[src/hdl/rws_pkg.sv]
// ============================================================================
// rws_pkg
// Shared widths and constants for the roulette wheel selection block.
// ============================================================================
package rws_pkg;

    localparam int MAX_POPULATION  = 64;
    localparam int ADDR_W          = $clog2(MAX_POPULATION);
    localparam int CNT_W           = $clog2(MAX_POPULATION + 1);

    localparam int OP_W            = 1;
    localparam int INDEX_W         = 6;
    localparam int FIT_W           = 16;
    localparam int TOTAL_W         = 22;
    localparam int RND_W           = 31;
    localparam int POP_W           = 7;

    localparam int ACC_W           = FIT_W + ADDR_W;
    localparam int CMP_W           = (ACC_W > TOTAL_W) ? ACC_W : TOTAL_W;
    localparam int STEP_W          = $clog2(RND_W);

    localparam logic [OP_W-1:0]    OP_LOAD   = 1'b0;
    localparam logic [OP_W-1:0]    OP_SELECT = 1'b1;

    localparam logic [TOTAL_W-1:0] POINT_THRESHOLD = TOTAL_W'(100);
    localparam logic [POP_W-1:0]   POP_RESET       = POP_W'(1);

endpackage

[src/hdl/rws_if.sv]
// ============================================================================
// rws_in_if / rws_out_if
// Valid/ready channels for request items and selection results.
// ============================================================================
interface rws_in_if;
    import rws_pkg::*;

    logic                 valid;
    logic                 ready;
    logic [OP_W-1:0]      op;
    logic [INDEX_W-1:0]   entry_index;
    logic [FIT_W-1:0]     fitness_value;
    logic [TOTAL_W-1:0]   total_fitness;
    logic [RND_W-1:0]     random_value;

    modport source (output valid, op, entry_index, fitness_value, total_fitness,
                    random_value, input ready);
    modport sink   (input valid, op, entry_index, fitness_value, total_fitness,
                    random_value, output ready);
endinterface

interface rws_out_if;
    import rws_pkg::*;

    logic                 valid;
    logic                 ready;
    logic [INDEX_W-1:0]   chosen_index;
    logic                 not_found;

    modport source (output valid, chosen_index, not_found, input ready);
    modport sink   (input valid, chosen_index, not_found, output ready);
endinterface

[src/hdl/roulette_wheel_select_top.sv]
// Load transfer: written to the table at the accepting edge.
// Select transfer: a setup state (total below POINT_THRESHOLD) or a bit-serial
// remainder over the 31 dividend bits, then a scan of up to 64 entries, one per cycle,
// then the output register, via a done state held while the last result waits.
// One item at a time; input ready only while the sequencer is idle.
// Reset clears control state and sets pop_reg to 1; table is not cleared.
// ============================================================================
// roulette_wheel_select_top
// Fitness-proportionate selection over a table of fitness values.
// ============================================================================
module roulette_wheel_select_top (
    input  logic                        clk,
    input  logic                        rst_n,
    rws_in_if.sink                      in_ch,
    rws_out_if.source                   out_ch,
    input  logic                        cfg_wr_en,
    input  logic [rws_pkg::POP_W-1:0]   cfg_wr_data
);
    import rws_pkg::*;

    typedef enum logic [2:0] {
        ST_IDLE,
        ST_PREP,
        ST_MOD,
        ST_SCAN,
        ST_DONE
    } state_t;

    state_t               state_reg;
    logic [POP_W-1:0]     pop_reg;
    logic [CNT_W-1:0]     count_reg;
    logic [ADDR_W-1:0]    idx_reg;
    logic [ACC_W-1:0]     acc_reg;
    logic [TOTAL_W-1:0]   point_reg;
    logic [INDEX_W-1:0]   res_idx_reg;
    logic                 res_nf_reg;
    logic                 out_valid_reg;
    logic [INDEX_W-1:0]   out_idx_reg;
    logic                 out_nf_reg;

    logic                 accept;
    logic                 is_load;
    logic                 total_big;
    logic                 load_ok;
    logic                 mod_start;
    logic                 mod_done;
    logic [TOTAL_W-1:0]   mod_rem;
    logic [ADDR_W-1:0]    rd_addr;
    logic [FIT_W-1:0]     rd_data;
    logic [ACC_W-1:0]     acc_sum;
    logic                 hit;
    logic                 last;
    logic [CNT_W-1:0]     count_clamp;

    assign in_ch.ready = (state_reg == ST_IDLE);
    assign accept      = in_ch.valid && in_ch.ready;
    assign is_load     = (in_ch.op == OP_LOAD);
    assign total_big   = (in_ch.total_fitness >= POINT_THRESHOLD);
    assign load_ok     = ({1'b0, in_ch.entry_index} < (INDEX_W + 1)'(MAX_POPULATION));
    assign mod_start   = accept && !is_load && total_big;

    assign count_clamp = (CNT_W'(pop_reg) > CNT_W'(MAX_POPULATION))
                         ? CNT_W'(MAX_POPULATION) : CNT_W'(pop_reg);

    assign rd_addr = (state_reg == ST_SCAN) ? ADDR_W'(idx_reg + 1'b1) : '0;
    assign acc_sum = acc_reg + ACC_W'(rd_data);
    assign hit     = (CMP_W'(acc_sum) >= CMP_W'(point_reg));
    assign last    = ((CNT_W'(idx_reg) + 1'b1) == count_reg);

    rws_fit_table u_table (
        .clk     (clk),
        .wr_en   (accept && is_load && load_ok),
        .wr_addr (ADDR_W'(in_ch.entry_index)),
        .wr_data (in_ch.fitness_value),
        .rd_addr (rd_addr),
        .rd_data (rd_data)
    );

    rws_mod_unit u_mod (
        .clk       (clk),
        .rst_n     (rst_n),
        .start     (mod_start),
        .dividend  (in_ch.random_value),
        .divisor   (in_ch.total_fitness),
        .done      (mod_done),
        .remainder (mod_rem)
    );

    always_ff @(posedge clk or negedge rst_n)
    begin
        if (!rst_n)
        begin
            state_reg     <= ST_IDLE;
            pop_reg       <= POP_RESET;
            out_valid_reg <= 1'b0;
            count_reg     <= '0;
            idx_reg       <= '0;
            acc_reg       <= '0;
            point_reg     <= '0;
            res_idx_reg   <= '0;
            res_nf_reg    <= 1'b0;
            out_idx_reg   <= '0;
            out_nf_reg    <= 1'b0;
        end
        else
        begin
            if (cfg_wr_en)
            begin
                pop_reg <= cfg_wr_data;
            end

            if (out_valid_reg && out_ch.ready && (state_reg != ST_DONE))
            begin
                out_valid_reg <= 1'b0;
            end

            unique case (state_reg)
                ST_IDLE:
                begin
                    if (accept && !is_load)
                    begin
                        count_reg <= count_clamp;
                        idx_reg   <= '0;
                        acc_reg   <= '0;
                        point_reg <= '0;
                        state_reg <= total_big ? ST_MOD : ST_PREP;
                    end
                end
                ST_PREP:
                begin
                    state_reg <= ST_SCAN;
                end
                ST_MOD:
                begin
                    if (mod_done)
                    begin
                        point_reg <= mod_rem;
                        state_reg <= ST_SCAN;
                    end
                end
                ST_SCAN:
                begin
                    if (count_reg == '0)
                    begin
                        res_idx_reg <= '0;
                        res_nf_reg  <= 1'b1;
                        state_reg   <= ST_DONE;
                    end
                    else if (hit)
                    begin
                        res_idx_reg <= INDEX_W'(idx_reg);
                        res_nf_reg  <= 1'b0;
                        state_reg   <= ST_DONE;
                    end
                    else if (last)
                    begin
                        res_idx_reg <= '0;
                        res_nf_reg  <= 1'b1;
                        state_reg   <= ST_DONE;
                    end
                    else
                    begin
                        acc_reg <= acc_sum;
                        idx_reg <= idx_reg + 1'b1;
                    end
                end
                ST_DONE:
                begin
                    if (!out_valid_reg || out_ch.ready)
                    begin
                        out_valid_reg <= 1'b1;
                        out_idx_reg   <= res_idx_reg;
                        out_nf_reg    <= res_nf_reg;
                        state_reg     <= ST_IDLE;
                    end
                end
                default:
                begin
                    state_reg <= ST_IDLE;
                end
            endcase
        end
    end

    assign out_ch.valid        = out_valid_reg;
    assign out_ch.chosen_index = out_idx_reg;
    assign out_ch.not_found    = out_nf_reg;

endmodule

[src/hdl/rws_fit_table.sv]
// ============================================================================
// rws_fit_table
// Fitness table: one write port, one read port with registered read data.
// ============================================================================
module rws_fit_table (
    input  logic                        clk,
    input  logic                        wr_en,
    input  logic [rws_pkg::ADDR_W-1:0]  wr_addr,
    input  logic [rws_pkg::FIT_W-1:0]   wr_data,
    input  logic [rws_pkg::ADDR_W-1:0]  rd_addr,
    output logic [rws_pkg::FIT_W-1:0]   rd_data
);
    import rws_pkg::*;

    logic [FIT_W-1:0] mem [MAX_POPULATION];
    logic [FIT_W-1:0] rd_data_reg;

    always_ff @(posedge clk)
    begin
        if (wr_en)
        begin
            mem[wr_addr] <= wr_data;
        end
        rd_data_reg <= mem[rd_addr];
    end

    assign rd_data = rd_data_reg;

endmodule

[src/hdl/rws_mod_unit.sv]
// ============================================================================
// rws_mod_unit
// Restoring remainder unit: one dividend bit per cycle over the RND_W dividend bits.
// ============================================================================
module rws_mod_unit (
    input  logic                         clk,
    input  logic                         rst_n,
    input  logic                         start,
    input  logic [rws_pkg::RND_W-1:0]    dividend,
    input  logic [rws_pkg::TOTAL_W-1:0]  divisor,
    output logic                         done,
    output logic [rws_pkg::TOTAL_W-1:0]  remainder
);
    import rws_pkg::*;

    logic                busy_reg;
    logic                done_reg;
    logic [STEP_W-1:0]   step_reg;
    logic [RND_W-1:0]    dvd_reg;
    logic [TOTAL_W-1:0]  dvs_reg;
    logic [TOTAL_W-1:0]  rem_reg;
    logic [TOTAL_W-1:0]  rem_next;
    logic [TOTAL_W:0]    trial;

    always_comb
    begin
        trial = {rem_reg, dvd_reg[RND_W-1]};
        if (trial >= {1'b0, dvs_reg})
        begin
            rem_next = TOTAL_W'(trial - {1'b0, dvs_reg});
        end
        else
        begin
            rem_next = trial[TOTAL_W-1:0];
        end
    end

    always_ff @(posedge clk or negedge rst_n)
    begin
        if (!rst_n)
        begin
            busy_reg <= 1'b0;
            done_reg <= 1'b0;
            step_reg <= '0;
        end
        else
        begin
            done_reg <= 1'b0;
            if (start)
            begin
                busy_reg <= 1'b1;
                step_reg <= '0;
            end
            else if (busy_reg)
            begin
                step_reg <= step_reg + 1'b1;
                if (step_reg == STEP_W'(RND_W - 1))
                begin
                    busy_reg <= 1'b0;
                    done_reg <= 1'b1;
                end
            end
        end
    end

    always_ff @(posedge clk)
    begin
        if (start)
        begin
            dvd_reg <= dividend;
            dvs_reg <= divisor;
            rem_reg <= '0;
        end
        else if (busy_reg)
        begin
            dvd_reg <= {dvd_reg[RND_W-2:0], 1'b0};
            rem_reg <= rem_next;
        end
    end

    assign done      = done_reg;
    assign remainder = rem_reg;

endmodule
[src/flat_wrapper.sv]
// flat-port wrapper written by rule: the top's interface ports become plain ports
module roulette_wheel_select_top_flat import rws_pkg::*;
  (clk, rst_n, cfg_wr_en, cfg_wr_data, in_ch_valid, in_ch_op, in_ch_entry_index, in_ch_fitness_value, in_ch_total_fitness, in_ch_random_value, in_ch_ready, out_ch_valid, out_ch_chosen_index, out_ch_not_found, out_ch_ready);
  rws_in_if in_ch_i ();
  rws_out_if out_ch_i ();
  input  logic clk;
  input  logic rst_n;
  input  logic cfg_wr_en;
  input  logic [rws_pkg::POP_W-1:0] cfg_wr_data;
  input wire logic [$bits(in_ch_i.valid)-1:0] in_ch_valid;
  input wire logic [$bits(in_ch_i.op)-1:0] in_ch_op;
  input wire logic [$bits(in_ch_i.entry_index)-1:0] in_ch_entry_index;
  input wire logic [$bits(in_ch_i.fitness_value)-1:0] in_ch_fitness_value;
  input wire logic [$bits(in_ch_i.total_fitness)-1:0] in_ch_total_fitness;
  input wire logic [$bits(in_ch_i.random_value)-1:0] in_ch_random_value;
  output wire logic [$bits(in_ch_i.ready)-1:0] in_ch_ready;
  output wire logic [$bits(out_ch_i.valid)-1:0] out_ch_valid;
  output wire logic [$bits(out_ch_i.chosen_index)-1:0] out_ch_chosen_index;
  output wire logic [$bits(out_ch_i.not_found)-1:0] out_ch_not_found;
  input wire logic [$bits(out_ch_i.ready)-1:0] out_ch_ready;
  assign in_ch_i.valid = in_ch_valid;
  assign in_ch_i.op = in_ch_op;
  assign in_ch_i.entry_index = in_ch_entry_index;
  assign in_ch_i.fitness_value = in_ch_fitness_value;
  assign in_ch_i.total_fitness = in_ch_total_fitness;
  assign in_ch_i.random_value = in_ch_random_value;
  assign in_ch_ready = in_ch_i.ready;
  assign out_ch_valid = out_ch_i.valid;
  assign out_ch_chosen_index = out_ch_i.chosen_index;
  assign out_ch_not_found = out_ch_i.not_found;
  assign out_ch_i.ready = out_ch_ready;
  roulette_wheel_select_top u_core (.clk(clk), .rst_n(rst_n), .in_ch(in_ch_i), .out_ch(out_ch_i), .cfg_wr_en(cfg_wr_en), .cfg_wr_data(cfg_wr_data));
endmodule
[config.mk]
export PLATFORM = sky130hd
export DESIGN_NAME = roulette_wheel_select_top_flat
export DESIGN_NICKNAME = d
export VERILOG_FILES = /design/src/hdl/rws_pkg.sv /design/src/hdl/rws_if.sv /design/src/hdl/roulette_wheel_select_top.sv /design/src/hdl/rws_fit_table.sv /design/src/hdl/rws_mod_unit.sv /design/src/flat_wrapper.sv
export SDC_FILE = /design/constraint.sdc
export NUM_CORES = 2
export LEC_CHECK = 0
export CAP_MARGIN = 25
export CORE_MARGIN = 2
export CORE_UTILIZATION = 45
export DETAILED_ROUTE_END_ITERATION = 8
export DONT_BUFFER_PORTS = 1
export SYNTH_ARGS = -nofsm -noshare
export SYNTH_HDL_FRONTEND = slang
export SYNTH_SLANG_ARGS = --single-unit
export TNS_END_PERCENT = 20
[constraint.sdc]
create_clock -name clk -period 6.2 [get_ports clk]
set_input_delay 0.62 -clock clk [delete_from_list [all_inputs] [get_ports clk]]
set_output_delay 0.62 -clock clk [all_outputs]
set_load 0.01 [all_outputs]
Yosys cells after proc, flatten, opt, wreduce, memory -nomap -nowiden
Memory sizes are Yosys's and may differ from the RTL's. A register that Yosys moved wholly into a read port is not among the register bits.
Index checks and enable logic that the tools add are counted.
{"block": "totals", "ram_bits": 1024, "register_bits": 164, "latchBits": 0, "elab_cells": 106, "out_inout_bits": 9, "n_memories": 1, "input_bits": 88, "mem_bits_ro": 0}
{"name": "u_core.u_table.mem", "depth": 64, "word_bits": 16, "read_ports": 1, "rd_ports_with_merged_regs": 1, "wr": 1, "line": "rws_fit_table.sv:15", "source": "logic [FIT_W-1:0] mem [MAX_POPULATION];"}
{"block": "classes", "shift": 0, "mux": 44, "n_mul": 0, "div": 0, "n_eq_ne": 14, "n_lt_le_gt_ge": 4, "n_reduce_logical": 20, "addsub": 5, "bitwise": 1}
{"op": "$mux 22", "count": 6}
{"op": "$pmux 22 s2", "count": 2}
{"op": "$mux 31", "count": 2}
{"op": "$mux 6", "count": 8}
{"op": "$ge 23x22->1", "count": 1}
{"op": "$add 22x16->22", "count": 1}
{"op": "$ge 22x22->1", "count": 1}
{"op": "$ge 22x7->1 const B", "count": 1}
{"op": "$sub 22x22->22", "count": 1}
{"op": "$mux 3", "count": 6}
{"op": "$pmux 3 s5", "count": 1}
{"op": "$mux 1", "count": 14}
{"op": "$pmux 6 s2", "count": 1}
{"op": "$mux 5", "count": 2}
{"op": "$ne 2x2->1 const B", "count": 5}
{"op": "$add 6x1->7 const B", "count": 1}
{"op": "$eq 7x7->1", "count": 1}
{"op": "$gt 7x7->1 const B", "count": 1}
{"op": "$logic_not 7->1", "count": 1}
{"op": "$mux 7", "count": 1}
{"op": "$add 6x1->6 const B", "count": 1}
{"op": "$eq 3x2->1 const B", "count": 2}
{"op": "$logic_and 1x1->1", "count": 6}
{"op": "$reduce_and 2->1", "count": 3}
{"op": "17 further kinds", "count": 19}

Depth between registers and ports, before layout
{"block": "depth", "word_depth": 6, "mapped_depth": 19, "depth_no_buf": 18}

Hierarchy
Synthesis repeated with hierarchy kept, for this count alone.
{"block": "unflattened", "cells_unflattened": 2833, "area_unflattened_um2": 49837.8}
{"module": "rws_fit_table", "area_each_um2": 40042.2, "seq_area_each_um2": 31069.8, "instances": 1, "cells_each": 1829}
{"module": "roulette_wheel_select_top", "area_each_um2": 5047.3, "seq_area_each_um2": 2053.2, "instances": 1, "cells_each": 552}
{"module": "rws_mod_unit", "area_each_um2": 4748.3, "seq_area_each_um2": 2207.1, "instances": 1, "cells_each": 452}

Worst setup path before layout
Ideal clock, no wire load.
{"block": "synth_path", "path_kind": "reg-to-reg", "from": "reg u_core.acc_reg[0]", "to": "reg u_core.acc_reg[18]", "t_required_ns": 6.069, "arrival_time_ns": 4.287, "setup_time_ns": 0.131, "setup_slack_ns": 1.782, "synth_period_minus_slack_ns": 4.418, "n_path_buf": 1, "path_stages_with_launch": 19, "path_cell_list": "dfrtp_1 > ha_1 > fa_1 > a211oi_2 > nor4b_1 > or4b_1 > a221oi_1 > o21ai_1 > nand3_1 > xnor2_1 > ha_1 > and4_1 > a221oi_1 > o21a_1 > o211ai_2 > o21a_1 > buf_2 > o21ai_0 > o41ai_1"}
{"block": "synth_between", "elab_chain_len": 5, "word_cells_on_any_way": 8, "classes_between": "add/sub: 1; order compare: 1; eq/ne: 1; mux: 4; reduce/logical: 1"}
{"item": "from (decl)", "line": "roulette_wheel_select_top.sv:33", "source": "logic [ACC_W-1:0] acc_reg;"}
{"item": "from (signal assigned)", "line": "roulette_wheel_select_top.sv:163", "source": "acc_reg <= acc_sum;"}
{"item": "$add 22x16->22 *", "line": "roulette_wheel_select_top.sv:66", "source": "assign acc_sum = acc_reg + ACC_W'(rd_data);"}
{"item": "branches (longest 4 deep; another with $ge 22x22->1)"}
Every way passes the cells marked *. The select of a mux whose other input is x is not followed.
A chain may end at the register's enable or synchronous reset.

Worst setup path after layout
{"block": "layout_path", "from": "reg u_core.acc_reg[0]", "to": "reg u_core.idx_reg[0]"}
{"block": "layout_between", "elab_chain_len": 4}
{"item": "$add 22x16->22", "line": "roulette_wheel_select_top.sv:66"}
{"item": "$ge 22x22->1", "line": "roulette_wheel_select_top.sv:67", "source": "assign hit = (CMP_W'(acc_sum) >= CMP_W'(point_reg));"}
{"item": "$ne 2x2->1 (no source line)"}
{"item": "$reduce_and 5->1 (no source line)"}
{"item": "to (signal assigned)", "line": "roulette_wheel_select_top.sv:164", "source": "idx_reg <= idx_reg + 1'b1;"}
{"item": "to (decl)", "line": "roulette_wheel_select_top.sv:32", "source": "logic [ADDR_W-1:0] idx_reg;"}
Every way passes these cells.

==> results.sh <==
export IMPL_max_vdd_ir_drop_mv=0.2887
export IMPL_tns_ns=0
export IMPL_drt_iter0_drc=2827
export IMPL_path_clk_slew_ns=0.06
export IMPL_hold_viol_final=0
export IMPL_p_seq_share_pct=39.7
export IMPL_ios=97
export IMPL_internal_power_mw=16.32
export IMPL_p_per_area_nw_per_um2=426.3
export IMPL_wl_per_cell_um=25.57
export IMPL_min_period_ns=5.372
export IMPL_mostFrequentLayoutCells="edfxtp_1, nand2_1, a21oi_1"
export IMPL_post_cts_buffers=0
export IMPL_ys_async_sr_fraction_pct=7.392
export IMPL_grt_max_degree=124
export IMPL_ctsHtreeMaxLevel=4
export IMPL_routed_via_density=5.945
export IMPL_finalCritPeriodShare_pct=86.64
export IMPL_combinationalPowerShare_pct=29.4
export IMPL_cts_root_buf="clkbuf_16"
export IMPL_total_power_mw=24.53
export IMPL_p_leak_nw=19.21
export IMPL_synth_seq_cells=1204
export IMPL_fin_nets=3726
export IMPL_final_common_cell="edfxtp_1"
export IMPL_maxSlewHeadroom_pct=29.53
export IMPL_track_usage_pct=22.76
export IMPL_cts_tree="yes"
export IMPL_status="complete, no violations"
export IMPL_n_fill_cell=9141
export IMPL_synthFlopType="edfxtp_1"
export IMPL_netlist_area_um2=50510
export IMPL_die_width_um=339.0
export IMPL_hold_buffers=51
export IMPL_grt_pass1_wl_um=197200
export IMPL_hpwl_um=76800
export IMPL_drc=0
export IMPL_cts_repair_resized=0
export IMPL_rsz0062_at_grt="no"
export IMPL_drive_gt1_share_pct=14.79
export IMPL_fin_worst_skew_ns=0.02416
export IMPL_num_vias=30720
export IMPL_clk_path_buf_depth=3
export IMPL_arrival_ns=5.99
export IMPL_cp_data_required_time_ns=6.82
export IMPL_setup_violations=0
export IMPL_switchingPower_mw=8.209
export IMPL_yosys_warnings=0
export IMPL_grt_overflow=0
export IMPL_fmax_ghz=0.1862
export IMPL_worstPathMaxFanout=18
export IMPL_worst_slew_pin_slew_ns=1.057
export IMPL_fp_row_count=122
export IMPL_largest_reg_flops=1024
export IMPL_antenna_found_initial=9
export IMPL_regArea_um2=35330
export IMPL_globalplace_congestion=0.8861
export IMPL_drt_total_wl_um=132100
export IMPL_avgSynthCellArea_um2=14.45
export IMPL_clkPwrFrac_pct=30.9
export IMPL_end_kind="flop"
export IMPL_placed_area_um2=52510
export IMPL_synth_edf_count=1077
export IMPL_cts_sink_count=1204
export IMPL_die_h_um=339.0
export IMPL_hold_path_class="in2reg"
export IMPL_slew_violations=0
export IMPL_fin_area_um2=57540
export IMPL_drv_cap=0
export IMPL_drtPass1Iterations=6
export IMPL_die_area_um2=114900
export IMPL_areaGrowthSynthToFinish_pct=13.91
export IMPL_multi_input_area_um2=13970
export IMPL_cp_start_kind="flop"
export IMPL_synth_nets=3649
export IMPL_ys_seq_area_share_pct=69.94
export IMPL_final_core_util_pct=51.85
export IMPL_swShare_pct=33.47
export IMPL_core_area_um2=111000
export IMPL_path_class="reg2reg"
export IMPL_numCtsBuffers=132
export IMPL_grt_pass1_vias=29880
export IMPL_clock_latency_ns=0.75
export IMPL_numPortBuffers=0
export IMPL_syn_inst=3496
export IMPL_timing_hold_ws_ns=0.04922
export IMPL_antenna_left=0
export IMPL_yosysUniqueCellTypes=85
export IMPL_start_util_pct=45.52
area by class of cell:
class / count / area share, %
clock buffers: 162 / 6.102
repair buffers: 182 / 3.366
flip-flops and latches: 1204 / 61.41
diodes: 1 / 0.004349
well taps: 1488 / 3.236
clock inverters: 77 / 1.222
multi-input cells: 1994 / 24.27
inverters: 59 / 0.3849
worst paths after layout:
| path | cells after the start | slack, ns | from | endpoint |
|---|---|---|---|---|
| max reg2reg | 18 | 0.83 | u_core.acc_reg[0] | u_core.idx_reg[0] |
| min in group asynchronous | 2 | 0.51 | rst_n | u_core.u_mod.step_reg[4] |
| max | 18 | 0.83 | u_core.acc_reg[0] | u_core.idx_reg[0] |
| max in group asynchronous | 2 | 5.33 | rst_n | u_core.pop_reg[0] |
| min | 1 | 0.05 | cfg_wr_en | u_core.pop_reg[5] |
| min reg2reg | 2 | 0.47 | u_core.acc_reg[12] | u_core.acc_reg[12] |
synthesized netlist by cell type (32+ instances only):
cell type / n / share of area (%)
mux2i_1: 85 / 1.7
o31ai_1: 33 / 0.49
dfrtp_1: 88 / 4.4
o21ai_0: 143 / 1.4
o221ai_1: 103 / 1.8
edfxtp_1: 1077 / 64
ha_1: 63 / 1.6
nor2b_1: 32 / 0.40
o211ai_1: 32 / 0.48
a21oi_1: 309 / 3.1
a211oi_1: 77 / 1.1
buf_1: 33 / 0.25
nand3_1: 49 / 0.49
nor3b_1: 40 / 0.59
inv_1: 58 / 0.43
buf_2: 70 / 0.69
o22ai_1: 39 / 0.48
mux4_2: 50 / 2.2
clkbuf_1: 114 / 0.85
nand2_1: 356 / 2.6
mux2_2: 126 / 2.8
nor2_1: 125 / 0.93
dfxtp_1: 38 / 1.5
through the flow:
stage,setup slack [ns],std cells
after floorplan,1.782,3496
after global placement,0.7326,4874
after detailed placement,0.8630,4876
after CTS,0.8357,5166
after global routing,0.5050,5166
final,0.8283,5167
cell families (layout without fill, tap and decap cells):
group	count (synthesis)	in the layout	share of synthesized area (%)
xor+xnor	50	50	0.9388
other cells	0	1	0
buf+inv	298	480	2.611
fa+ha+maj	65	65	1.640
flops	1204	1204	69.94
compound gates	897	897	11.53
mux	262	262	6.775
simple gates	720	720	6.567
power by group through the flow:
stage	Combinational, mW	Clock, mW	Sequential (mW)
final	7.21	7.58	9.73
after global routing	7.89	8.06	9.80
after CTS	7.21	7.73	9.74
after detailed placement	6.99	0	9.90
after global placement	6.94	0	9.89
after floorplan	5.05	0	9.72
metal layers:
layer | share of wire (%) | routed length [um] | global-route usage, %
met5 | 0.033 | 44 | 0
met2 | 46 | 60820 | 35.34
met1 | 44 | 57540 | 31.93
met3 | 7.4 | 9742 | 4.868
met4 | 3.0 | 3985 | 7.593
worst max-delay path, cell delays in order (launching register included):
cell and delay (ns):
dfrtp_1 0.38, ha_1 0.23, fa_1 0.45, a211oi_2 0.30, nor4b_1 0.11, or4b_1 0.57, a221oi_1 0.38, o21ai_1 0.31
nand3_1 0.21, xnor2_1 0.14, ha_1 0.26, and4_1 0.18, a221oi_1 0.27, o21a_1 0.19, o211ai_2 0.17, o21a_1 0.43
buf_8 0.26, buf_4 0.17, mux2_2 0.26
No activity file was read; power rests on OpenSTA's default activity.
